[src/rtl/stepper_ramp_profile_setup_assert.svh]
// assertion macros for the stepper ramp set-up block
// clocked on clk; the first form is disabled while rst is high
`ifndef STEPPER_RAMP_PROFILE_SETUP_ASSERT_SVH
`define STEPPER_RAMP_PROFILE_SETUP_ASSERT_SVH
`ifndef ASSERT_OFF
`define SRP_ASSERT(label, prop, msg) \
  label: assert property (@(posedge clk) disable iff (rst) prop) else $error(msg);
`define SRP_ASSERT_ALWAYS(label, prop, msg) \
  label: assert property (@(posedge clk) prop) else $error(msg);
`else
`define SRP_ASSERT(label, prop, msg)
`define SRP_ASSERT_ALWAYS(label, prop, msg)
`endif
`endif

[src/rtl/srp_pkg.sv]
// shared types, constants and helpers for the stepper ramp set-up block
// no dependencies
package srp_pkg;

  localparam int ROOT_FRAC_BITS = 8;
  localparam int WORD_W         = 32;
  localparam int ROOT_W         = 16 + ROOT_FRAC_BITS;
  localparam int REM_W          = (ROOT_W + 3 > WORD_W + 1) ? ROOT_W + 3 : WORD_W + 1;
  localparam int CNT_W          = $clog2(WORD_W + 1);
  localparam int RATE_W         = 15;
  localparam int STEP_W         = 16;
  localparam int DSTEP_W        = 17;
  localparam int RATE_SCALE     = 100;
  localparam int DELAY_SINGLE   = 1000;

  // floor(x / 100) for any 32-bit x is (x * DIV100_MAGIC) >> DIV100_SHIFT
  localparam logic [WORD_W-1:0] DIV100_MAGIC = 32'h51EB851F;
  localparam int                DIV100_SHIFT = 37;

  localparam logic [WORD_W-1:0] RST_ALPHA_FREQ  = 32'd196350;
  localparam logic [WORD_W-1:0] RST_FIRST_GAIN  = 32'd443023360;
  localparam logic [WORD_W-1:0] RST_ALPHA_TWICE = 32'd39269908;
  localparam logic [15:0]       RST_ALPHA_SCALE = 16'd39;

  typedef enum logic [1:0] {OP_MUL, OP_DIV, OP_SQRT} alu_op_t;

  typedef struct packed {
    logic              start;
    alu_op_t           op;
    logic [WORD_W-1:0] opa;
    logic [WORD_W-1:0] opb;
  } alu_cmd_t;

  typedef enum logic [1:0] {
    STAT_OK     = 2'd0,
    STAT_NOMOVE = 2'd1,
    STAT_REJECT = 2'd2
  } status_t;

  typedef enum logic [1:0] {RAMP_STOP, RAMP_ACCEL, RAMP_DECEL, RAMP_RUN} ramp_t;

  typedef enum logic [1:0] {
    REG_ALPHA_FREQ, REG_FIRST_GAIN, REG_ALPHA_TWICE, REG_ALPHA_SCALE
  } cfg_reg_t;

  typedef enum logic [3:0] {
    S_IDLE, S_MIN, S_Q, S_ROOT, S_PMUL, S_SDIV, S_DMUL, S_DDIV,
    S_VMUL, S_VDIV, S_SMUL, S_ADIV, S_AMUL, S_AMDIV, S_FIN, S_DONE
  } seq_state_t;

  function automatic logic [STEP_W-1:0] sat16(input logic [WORD_W-1:0] x);
    logic [STEP_W-1:0] r;
    r = (|x[WORD_W-1:STEP_W]) ? '1 : x[STEP_W-1:0];
    return r;
  endfunction

endpackage

[src/rtl/srp_alu.sv]
// shared arithmetic unit: registered multiply, bit-serial divide and root
// uses srp_pkg and the assertion macro header
`include "stepper_ramp_profile_setup_assert.svh"
module srp_alu (
  input  logic                      clk,
  input  logic                      rst,
  input  srp_pkg::alu_cmd_t         cmd,
  output logic                      done,
  output logic [srp_pkg::WORD_W-1:0] quo,
  output logic [2*srp_pkg::WORD_W-1:0] prod
);

  logic                               busy;
  srp_pkg::alu_op_t                   op_r;
  logic [srp_pkg::CNT_W-1:0]          cnt;
  logic [2*srp_pkg::WORD_W-1:0]       sh;
  logic [srp_pkg::REM_W-1:0]          rem;
  logic [srp_pkg::WORD_W-1:0]         res;
  logic [srp_pkg::WORD_W-1:0]         dvr;
  logic [srp_pkg::REM_W-1:0]          trial;
  logic [srp_pkg::REM_W-1:0]          sub;
  logic [srp_pkg::REM_W:0]            diff;
  logic                               ge;

  // one trial subtract serves both divide and root
  always_comb begin
    if (op_r == srp_pkg::OP_SQRT) begin
      trial = {rem[srp_pkg::REM_W-3:0], sh[2*srp_pkg::WORD_W-1 -: 2]};
      sub   = srp_pkg::REM_W'({res[srp_pkg::ROOT_W-1:0], 2'b01});
    end else begin
      trial = {rem[srp_pkg::REM_W-2:0], sh[2*srp_pkg::WORD_W-1]};
      sub   = srp_pkg::REM_W'(dvr);
    end
    diff = {1'b0, trial} - {1'b0, sub};
    ge   = ~diff[srp_pkg::REM_W];
  end

  always_ff @(posedge clk) begin
    if (rst) begin
      busy <= 1'b0;
      done <= 1'b0;
      cnt  <= '0;
      op_r <= srp_pkg::OP_DIV;
    end else begin
      done <= 1'b0;
      if (cmd.start) begin
        op_r <= cmd.op;
        case (cmd.op)
          srp_pkg::OP_MUL: begin
            prod <= {{srp_pkg::WORD_W{1'b0}}, cmd.opa} * {{srp_pkg::WORD_W{1'b0}}, cmd.opb};
            done <= 1'b1;
          end
          srp_pkg::OP_SQRT: begin
            // radicand is opa shifted up by twice the fraction bits, taken msb first
            sh   <= {cmd.opa, {srp_pkg::WORD_W{1'b0}}};
            rem  <= '0;
            res  <= '0;
            cnt  <= srp_pkg::CNT_W'(srp_pkg::ROOT_W);
            busy <= 1'b1;
          end
          default: begin
            sh   <= {cmd.opa, {srp_pkg::WORD_W{1'b0}}};
            rem  <= '0;
            res  <= '0;
            dvr  <= cmd.opb;
            cnt  <= srp_pkg::CNT_W'(srp_pkg::WORD_W);
            busy <= 1'b1;
          end
        endcase
      end else if (busy) begin
        rem <= ge ? diff[srp_pkg::REM_W-1:0] : trial;
        res <= {res[srp_pkg::WORD_W-2:0], ge};
        sh  <= (op_r == srp_pkg::OP_SQRT) ? {sh[2*srp_pkg::WORD_W-3:0], 2'b00}
                                          : {sh[2*srp_pkg::WORD_W-2:0], 1'b0};
        cnt <= cnt - 1'b1;
        if (cnt == srp_pkg::CNT_W'(1)) begin
          busy <= 1'b0;
          done <= 1'b1;
        end
      end
    end
  end

  assign quo = res;

  `SRP_ASSERT(a_start_idle, cmd.start |-> !busy, "alu started while busy")
  `SRP_ASSERT(a_busy_count, busy |-> cnt != '0, "alu busy with empty count")
  `SRP_ASSERT(a_done_pulse, done |=> !done, "alu done held for two cycles")

endmodule

[src/rtl/stepper_ramp_profile_setup.sv]
// top level: command sequencer, config registers and held ramp record
// uses srp_pkg, srp_alu and the assertion macro header
//
//   channel  | signals                                   | handshake
//   ---------+-------------------------------------------+-------------------
//   config   | cfg_we, cfg_index, cfg_data               | write on cfg_we
//   command  | step_count, accel_rate, decel_rate, top.. | in_valid/in_ready
//   record   | status, floor_delay .. ramp_state         | out_valid/out_ready
//
// a full ramp command runs five 32-bit divides, one 24-bit root and seven
// multiplies (the two scalings by 1/100 included), then a finish step and the
// output load; the velocity-squared multiply and its divide are skipped when
// the ramp-length divisor is zero
// zero-step, single-step and rejected commands skip the alu steps
// in_ready is high only while the sequencer is idle; a finished word stalls the
// sequencer while the previous word still waits for out_ready
// synchronous reset restores the default config, clears the held record and out_valid
`include "stepper_ramp_profile_setup_assert.svh"
module stepper_ramp_profile_setup (
  input  logic               clk,
  input  logic               rst,
  input  logic               cfg_we,
  input  logic [1:0]         cfg_index,
  input  logic [31:0]        cfg_data,
  input  logic               in_valid,
  output logic               in_ready,
  input  logic [15:0]        step_count,
  input  logic [7:0]         accel_rate,
  input  logic [7:0]         decel_rate,
  input  logic [7:0]         top_speed,
  output logic               out_valid,
  input  logic               out_ready,
  output logic [1:0]         status,
  output logic [31:0]        floor_delay,
  output logic [31:0]        first_delay,
  output logic signed [16:0] decel_steps,
  output logic [15:0]        brake_start,
  output logic signed [0:0]  ramp_count,
  output logic [1:0]         ramp_state
);

  localparam int RW = srp_pkg::RATE_W;
  localparam int SW = srp_pkg::STEP_W;
  localparam int WW = srp_pkg::WORD_W;
  localparam int DW = srp_pkg::DSTEP_W;

  srp_pkg::seq_state_t state, state_next;
  srp_pkg::alu_cmd_t   cmd;
  logic                alu_done;
  logic [WW-1:0]       quo;
  logic [2*WW-1:0]     prod;
  logic [WW-1:0]       pct_q;

  logic [WW-1:0] alpha_freq, first_gain, alpha_twice;
  logic [15:0]   alpha_scale;

  logic          go;
  logic [SW-1:0] steps;
  logic [RW-1:0] ra, rd, rv;
  logic [WW-1:0] min_d, tmp, sd, dv;
  logic [SW-1:0] msl, al, tsat;
  srp_pkg::status_t stat;

  logic [WW-1:0]        held_floor_delay, held_first_delay;
  logic signed [DW-1:0] held_decel_steps;
  logic [SW-1:0]        held_brake_start;
  logic                 held_ramp_count;
  srp_pkg::ramp_t       held_ramp_state;

  logic [RW-1:0]        a_in, d_in, v_in;
  logic                 accept, rate_zero, is_op, out_load;
  logic signed [DW-1:0] ds_raw, ds;

  assign a_in = RW'(accel_rate) * RW'(srp_pkg::RATE_SCALE);
  assign d_in = RW'(decel_rate) * RW'(srp_pkg::RATE_SCALE);
  assign v_in = RW'(top_speed) * RW'(srp_pkg::RATE_SCALE);
  assign rate_zero = (accel_rate == 8'd0) || (decel_rate == 8'd0) || (top_speed == 8'd0);

  assign in_ready = (state == srp_pkg::S_IDLE);
  assign accept   = in_valid && in_ready;
  assign out_load = (state == srp_pkg::S_DONE) && (!out_valid || out_ready);

  // quotient by 100 from the reciprocal product
  assign pct_q = WW'(prod[2*WW-1:srp_pkg::DIV100_SHIFT]);

  // decel length: ramp-limited or speed-limited, never zero
  always_comb begin
    if (al <= msl) begin
      ds_raw = $signed({1'b0, al}) - $signed({1'b0, steps});
    end else begin
      ds_raw = -$signed({1'b0, tsat});
    end
    ds = (ds_raw == '0) ? '1 : ds_raw;
  end

  srp_alu u_alu (
    .clk  (clk),
    .rst  (rst),
    .cmd  (cmd),
    .done (alu_done),
    .quo  (quo),
    .prod (prod)
  );

  // next state
  always_comb begin
    state_next = state;
    case (state)
      srp_pkg::S_IDLE: begin
        if (accept) begin
          if (step_count == 16'd0 || step_count == 16'd1 || rate_zero) begin
            state_next = srp_pkg::S_DONE;
          end else begin
            state_next = srp_pkg::S_MIN;
          end
        end
      end
      srp_pkg::S_MIN:   if (alu_done) state_next = srp_pkg::S_Q;
      srp_pkg::S_Q:     if (alu_done) state_next = srp_pkg::S_ROOT;
      srp_pkg::S_ROOT:  if (alu_done) state_next = srp_pkg::S_PMUL;
      srp_pkg::S_PMUL:  if (alu_done) state_next = srp_pkg::S_SDIV;
      srp_pkg::S_SDIV:  if (alu_done) state_next = srp_pkg::S_DMUL;
      srp_pkg::S_DMUL:  if (alu_done) state_next = srp_pkg::S_DDIV;
      srp_pkg::S_DDIV: begin
        if (alu_done) begin
          state_next = (pct_q == '0) ? srp_pkg::S_SMUL : srp_pkg::S_VMUL;
        end
      end
      srp_pkg::S_VMUL:  if (alu_done) state_next = srp_pkg::S_VDIV;
      srp_pkg::S_VDIV:  if (alu_done) state_next = srp_pkg::S_SMUL;
      srp_pkg::S_SMUL:  if (alu_done) state_next = srp_pkg::S_ADIV;
      srp_pkg::S_ADIV:  if (alu_done) state_next = srp_pkg::S_AMUL;
      srp_pkg::S_AMUL:  if (alu_done) state_next = srp_pkg::S_AMDIV;
      srp_pkg::S_AMDIV: if (alu_done) state_next = srp_pkg::S_FIN;
      srp_pkg::S_FIN:   state_next = srp_pkg::S_DONE;
      srp_pkg::S_DONE:  if (out_load) state_next = srp_pkg::S_IDLE;
      default:          state_next = srp_pkg::S_IDLE;
    endcase
  end

  // alu command for each step
  always_comb begin
    is_op   = 1'b1;
    cmd.op  = srp_pkg::OP_DIV;
    cmd.opa = '0;
    cmd.opb = '0;
    case (state)
      srp_pkg::S_MIN:   begin cmd.opa = alpha_freq;  cmd.opb = WW'(rv); end
      srp_pkg::S_Q:     begin cmd.opa = alpha_twice; cmd.opb = WW'(ra); end
      srp_pkg::S_ROOT:  begin cmd.op = srp_pkg::OP_SQRT; cmd.opa = tmp; end
      srp_pkg::S_PMUL:  begin cmd.op = srp_pkg::OP_MUL; cmd.opa = first_gain; cmd.opb = tmp; end
      srp_pkg::S_SDIV: begin
        cmd.op  = srp_pkg::OP_MUL;
        cmd.opa = prod[16+srp_pkg::ROOT_FRAC_BITS +: WW];
        cmd.opb = srp_pkg::DIV100_MAGIC;
      end
      srp_pkg::S_DMUL: begin
        cmd.op  = srp_pkg::OP_MUL;
        cmd.opa = WW'(alpha_scale);
        cmd.opb = WW'(ra);
      end
      srp_pkg::S_DDIV: begin
        cmd.op  = srp_pkg::OP_MUL;
        cmd.opa = prod[WW-1:0];
        cmd.opb = srp_pkg::DIV100_MAGIC;
      end
      srp_pkg::S_VMUL:  begin cmd.op = srp_pkg::OP_MUL; cmd.opa = WW'(rv); cmd.opb = WW'(rv); end
      srp_pkg::S_VDIV:  begin cmd.opa = prod[WW-1:0]; cmd.opb = dv; end
      srp_pkg::S_SMUL:  begin cmd.op = srp_pkg::OP_MUL; cmd.opa = WW'(steps); cmd.opb = WW'(rd); end
      srp_pkg::S_ADIV:  begin cmd.opa = prod[WW-1:0]; cmd.opb = WW'(ra) + WW'(rd); end
      srp_pkg::S_AMUL:  begin cmd.op = srp_pkg::OP_MUL; cmd.opa = WW'(msl); cmd.opb = WW'(ra); end
      srp_pkg::S_AMDIV: begin cmd.opa = prod[WW-1:0]; cmd.opb = WW'(rd); end
      default:          is_op = 1'b0;
    endcase
    cmd.start = is_op && !go;
  end

  always_ff @(posedge clk) begin
    if (rst) begin
      state            <= srp_pkg::S_IDLE;
      go               <= 1'b0;
      out_valid        <= 1'b0;
      stat             <= srp_pkg::STAT_OK;
      alpha_freq       <= srp_pkg::RST_ALPHA_FREQ;
      first_gain       <= srp_pkg::RST_FIRST_GAIN;
      alpha_twice      <= srp_pkg::RST_ALPHA_TWICE;
      alpha_scale      <= srp_pkg::RST_ALPHA_SCALE;
      held_floor_delay <= '0;
      held_first_delay <= '0;
      held_decel_steps <= '0;
      held_brake_start <= '0;
      held_ramp_count  <= 1'b0;
      held_ramp_state  <= srp_pkg::RAMP_STOP;
    end else begin
      state <= state_next;

      if (cfg_we) begin
        case (cfg_index)
          srp_pkg::REG_ALPHA_FREQ:  alpha_freq  <= cfg_data;
          srp_pkg::REG_FIRST_GAIN:  first_gain  <= cfg_data;
          srp_pkg::REG_ALPHA_TWICE: alpha_twice <= cfg_data;
          srp_pkg::REG_ALPHA_SCALE: alpha_scale <= cfg_data[15:0];
          default:                  alpha_freq  <= alpha_freq;
        endcase
      end

      if (cmd.start) begin
        go <= 1'b1;
      end else if (alu_done) begin
        go <= 1'b0;
      end

      if (accept) begin
        steps <= step_count;
        ra    <= a_in;
        rd    <= d_in;
        rv    <= v_in;
        if (step_count == 16'd0) begin
          stat <= srp_pkg::STAT_NOMOVE;
        end else if (step_count == 16'd1) begin
          // single step goes straight to deceleration
          stat             <= srp_pkg::STAT_OK;
          held_ramp_count  <= 1'b1;
          held_ramp_state  <= srp_pkg::RAMP_DECEL;
          held_first_delay <= WW'(srp_pkg::DELAY_SINGLE);
        end else if (rate_zero) begin
          stat <= srp_pkg::STAT_REJECT;
        end else begin
          stat <= srp_pkg::STAT_OK;
        end
      end

      if (alu_done) begin
        case (state)
          srp_pkg::S_MIN:   min_d <= quo;
          srp_pkg::S_Q:     tmp   <= quo;
          srp_pkg::S_ROOT:  tmp   <= quo;
          srp_pkg::S_SDIV:  sd    <= pct_q;
          srp_pkg::S_DDIV: begin
            dv <= pct_q;
            if (pct_q == '0) msl <= '1;
          end
          srp_pkg::S_VDIV:  msl  <= (quo == '0) ? SW'(1) : srp_pkg::sat16(quo);
          srp_pkg::S_ADIV:  al   <= (quo == '0) ? SW'(1) : quo[SW-1:0];
          srp_pkg::S_AMDIV: tsat <= srp_pkg::sat16(quo);
          default:          tmp  <= tmp;
        endcase
      end

      if (state == srp_pkg::S_FIN) begin
        held_floor_delay <= min_d;
        held_decel_steps <= ds;
        held_brake_start <= steps + ds[SW-1:0];
        held_ramp_count  <= 1'b0;
        if (sd <= min_d) begin
          held_first_delay <= min_d;
          held_ramp_state  <= srp_pkg::RAMP_RUN;
        end else begin
          held_first_delay <= sd;
          held_ramp_state  <= srp_pkg::RAMP_ACCEL;
        end
      end

      if (out_load) begin
        out_valid <= 1'b1;
      end else if (out_ready) begin
        out_valid <= 1'b0;
      end
    end
  end

  // output word register, payload only
  always_ff @(posedge clk) begin
    if (out_load) begin
      status      <= stat;
      floor_delay <= held_floor_delay;
      first_delay <= held_first_delay;
      decel_steps <= held_decel_steps;
      brake_start <= held_brake_start;
      ramp_count  <= held_ramp_count;
      ramp_state  <= held_ramp_state;
    end
  end

  `SRP_ASSERT(a_done_expected, alu_done |-> go, "alu finished with no step waiting")
  `SRP_ASSERT(a_zero_move,
    (accept && step_count == 16'd0) |=> state == srp_pkg::S_DONE,
    "zero-step command started a ramp")
  `SRP_ASSERT(a_ok_decel,
    (out_valid && status == srp_pkg::STAT_OK && ramp_state != srp_pkg::RAMP_DECEL)
      |-> decel_steps[16],
    "ramp word with non-negative decel count")
  `SRP_ASSERT_ALWAYS(a_ready_idle, rst |=> in_ready, "not ready after reset")

endmodule
[config.mk]
export PLATFORM = sky130hd
export DESIGN_NAME = stepper_ramp_profile_setup
export DESIGN_NICKNAME = d
export VERILOG_FILES = /design/src/rtl/srp_pkg.sv /design/src/rtl/srp_alu.sv /design/src/rtl/stepper_ramp_profile_setup.sv
export VERILOG_INCLUDE_DIRS = /design/src /design/src/rtl
export SDC_FILE = /design/constraint.sdc
export NUM_CORES = 2
export LEC_CHECK = 0
export BUFFER_PORTS_ARGS = -buffer_cell sky130_fd_sc_hd__buf_2
export CORE_MARGIN = 3
export CORE_UTILIZATION = 55
export CTS_CLUSTER_SIZE = 40
export DETAILED_ROUTE_END_ITERATION = 10
export PLACE_DENSITY = 0.72
export SETUP_SLACK_MARGIN = 0.15
export SYNTH_ARGS = -nofsm -noshare
export SYNTH_HDL_FRONTEND = slang
export SYNTH_SLANG_ARGS = --single-unit
[constraint.sdc]
create_clock -name clk -period 15 [get_ports clk]
set_input_delay 3 -clock clk [delete_from_list [all_inputs] [get_ports clk]]
set_output_delay 3 -clock clk [all_outputs]
set_load 0.02 [all_outputs]
==> out/qor.csv <==
metric,value,unit
status,completed,
top_reg_cell synth,edfxtp_1,
Max Fanout on Critical Path,24,
post-CTS setup buffer count,0,
slowest CP cell,a222oi_1,
total CTS buffers,80,
YS warnings,0,
Core Rows,128,
CP Capture Type,flip-flop,
Area growth syn-to-layout,8.07,%
headroom to the max-slew limit,16.4,%
r2r worst-path depth,34,
DRT iter0 DRCs,5838,
vias in the first global route,53000,
Die Span Y,358,um
first-pass GRT wire length,326,mm
hold path start,held_first_delay[13]$_SDFFE_PP0P_,
Starting Density,55.6,%
Int Power,5.40,mW
antenna violations before repair,5,
minimum hold slack,419,ps
Crit path top cell by count,fa_1,
syn_nets,8564,
register area share after synthesis,29.5,%
reg2reg start,state[2]$_SDFFE_PP0P_,
switching share of power,45.0,%
CP Launch Point,state[2]$_SDFFE_PP0P_,
Max IR drop VDD,0.102,mV
setup TNS,0,ps
Least-Margin Pin Slew,1250,ps
RSZ-0062 raised after global routing,no,
"Reg clk slew, reported paths",60,ps
WS Path Type,flip-flop to flip-flop,
"Most flops, register",u_alu.prod,
Die W,358,um
DP Worst Slack,3790,ps
async set-reset flop share out of synthesis,0,%
final wirelength,217,mm
Worst Hold Path EP,first_delay[13]$_DFFE_PP_,
Setup-failing EPs final,0,
"slowest stage delay, CP",990,ps
Final min period,11720,ps
GRT Overall Usage,34.3,%
mapped cell area,68100,um^2
clk sink count,745,
R2R Path End,u_alu.prod[63]$_DFFE_PP_,
DR vias,52900,
Hold Crit Class,flip-flop to flip-flop,
WL per Instance,24.6,um
latest clock arrival within the worst-skew pair,690,ps
R2R Setup Slk,3280,ps
CTS tree,yes,
Clock Power Share,20.8,%
number of synthesized flops with an enable pin,515,
Clock Skew,47.5,ps
Unique masters post-synth,86,
drt pass-1 iters,7,
Nets,8589,
cell area after layout,73500,um^2
max reg flops,64,
H-tree Lvls,3,
share of cells above drive strength 1,7.64,%
port bufs,182,
DRC violations left,0,
hold bufs inserted after CTS,0,
Seq pwr share,28.8,%
clock buffer depth,3,
core area,122000,um^2
period utilisation layout,78.2,%
Max Freq,85.3,MHz
Leak,31.9,nW
Final Hold Viols,0,
Logic pwr share,50.4,%
Mean Syn Cell Area,9.59,um^2
pin count of the biggest net entering global routing,97,
Seq cells post-synth,745,
grt total ovfl,0,
Die Footprint,128000,um^2
Via density,6.00,
worst setup margin,3280,ps
Final ANT Viol Nets,0,
Synth Instances,7095,
IO Pins,183,
Worst EP required,15420,ps
"Cell Area, Placed",70800,um^2
hold path depth,0,
Worst Setup Start Kind,flip-flop,
Worst Path Arrival,12140,ps
PD cells,134,nW/um^2
Clock Tree Root,clkbuf_16,
final-report max-slew violation count,0,
Psw,4.42,mW
routability cong.,0.995,
Final Core Density,60.1,%
CTS resizes,0,
DP HPWL,163,mm
Max-cap violations,0,
==> worst max path at each step <==
stage	to	slack (ps)	cells past startpoint
floorplan	u_alu.prod[63]$_DFFE_PP_	5370	38
finish	u_alu.prod[63]$_DFFE_PP_	3280	34
global route	u_alu.prod[61]$_DFFE_PP_	2870	36
CTS	u_alu.prod[58]$_DFFE_PP_	3710	39
global placement	u_alu.prod[60]$_DFFE_PP_	3930	39
detailed placement	u_alu.prod[58]$_DFFE_PP_	3790	39
==> layer usage <==
| metal | vias up | GRT usage (%) | wire length (um) |
|---|---|---|---|
| li1 | 22900 | - | - |
| met1 | 26200 | 45.9 | 82700 |
| met2 | 3090 | 51.5 | 93800 |
| met3 | 685 | 8.73 | 26400 |
| met4 | 6 | 18.2 | 14100 |
| met5 | - | 0 | 34 |
==> power by group through the flow <==
stage                     Clock [mW]  Combinational [mW]  Sequential, mW
final                           2.04                4.96            2.83
after global routing            2.14                5.40            2.84
after CTS                       2.06                4.85            2.82
after detailed placement           0                4.81            2.86
after global placement             0                4.72            2.86
after floorplan                    0                3.27            2.73
==> synth_stat cells (28+ instances only) <==
| library cell | number | area share [%] |
|---|---|---|
| nand2_1 | 1321 | 7.3 |
| inv_1 | 1116 | 6.2 |
| fa_1 | 909 | 27 |
| nor2_1 | 540 | 3.0 |
| edfxtp_1 | 515 | 23 |
| ha_1 | 481 | 8.8 |
| clkbuf_1 | 310 | 1.7 |
| a21oi_1 | 302 | 2.2 |
| dfxtp_1 | 230 | 6.8 |
| nand3_1 | 105 | 0.77 |
| xnor2_1 | 105 | 1.4 |
| o21ai_0 | 90 | 0.66 |
| a21o_1 | 86 | 0.95 |
| mux2i_1 | 81 | 1.2 |
| a31oi_1 | 68 | 0.63 |
| a22oi_1 | 67 | 0.74 |
| and2_1 | 64 | 0.59 |
| nor3_1 | 52 | 0.38 |
| nand4_1 | 47 | 0.43 |
| xor2_1 | 47 | 0.60 |
| a211oi_1 | 43 | 0.47 |
| nand2b_1 | 40 | 0.37 |
| nor4_1 | 34 | 0.31 |
| o21bai_1 | 34 | 0.38 |
| buf_1 | 28 | 0.15 |
==> cell type report <==
type	instances	area, um^2
Multi-Input combinational cell	4855	42600
Tap cell	1625	2030
Sequential cell	745	20100
Timing Repair Buffer	313	1900
Clock buffer	98	2120
Antenna cell	1	2.50
Clock inverter	51	603
Fill cell	10400	48800
Inverter	1125	4220
==> through the flow <==
stage	power, mW	std cells
3_5_place_dp	7.67	8663
2_1_floorplan	6.00	7095
3_3_place_gp	7.58	8663
6_report	9.82	8813
5_1_grt	10.4	8812
4_1_cts	9.73	8812
==> layout by cell type (no fill, tap or decap), types with 44 or more instances in the layout <==
| cell | count |
|---|---|
| a21o_1 | 86 |
| a21oi_1 | 300 |
| a22oi_1 | 66 |
| a31oi_1 | 68 |
| and2_1 | 63 |
| buf_2 | 181 |
| buf_4 | 131 |
| clkbuf_16 | 81 |
| dfxtp_1 | 230 |
| edfxtp_1 | 515 |
| fa_1 | 909 |
| ha_1 | 481 |
| inv_1 | 1116 |
| mux2i_1 | 81 |
| nand2_1 | 1321 |
| nand3_1 | 105 |
| nand4_1 | 47 |
| nor2_1 | 530 |
| nor3_1 | 44 |
| o21ai_0 | 90 |
| xnor2_1 | 105 |
| xor2_1 | 47 |
==> worst max-delay path: cells and delay by family (launching register included) <==
kind                       cells  cell delay [ps]
adders and majority gates      9             4330
AOI/OAI and AO/OA              7             2690
and+or+nand+nor                8             2020
buffers and inverters          9             1460
DFF                            1              610
muxes                          1              270
==> logic make-up (layout without fill, tap and decap cells) <==
family,count (synthesis),in the layout,synth area share [%]
AND/OR/NAND/NOR,2317,2317,14.3
buffers and inverters,1495,1587,8.35
adder cells (fa/ha/maj),1390,1390,35.6
AO/OA/AOI/OAI,911,911,9.02
flip-flops,745,745,29.5
XOR/XNOR,152,152,1.96
multiplexers,85,85,1.26
other,0,1,0
Note: power is estimated with default switching activity, not from simulation.
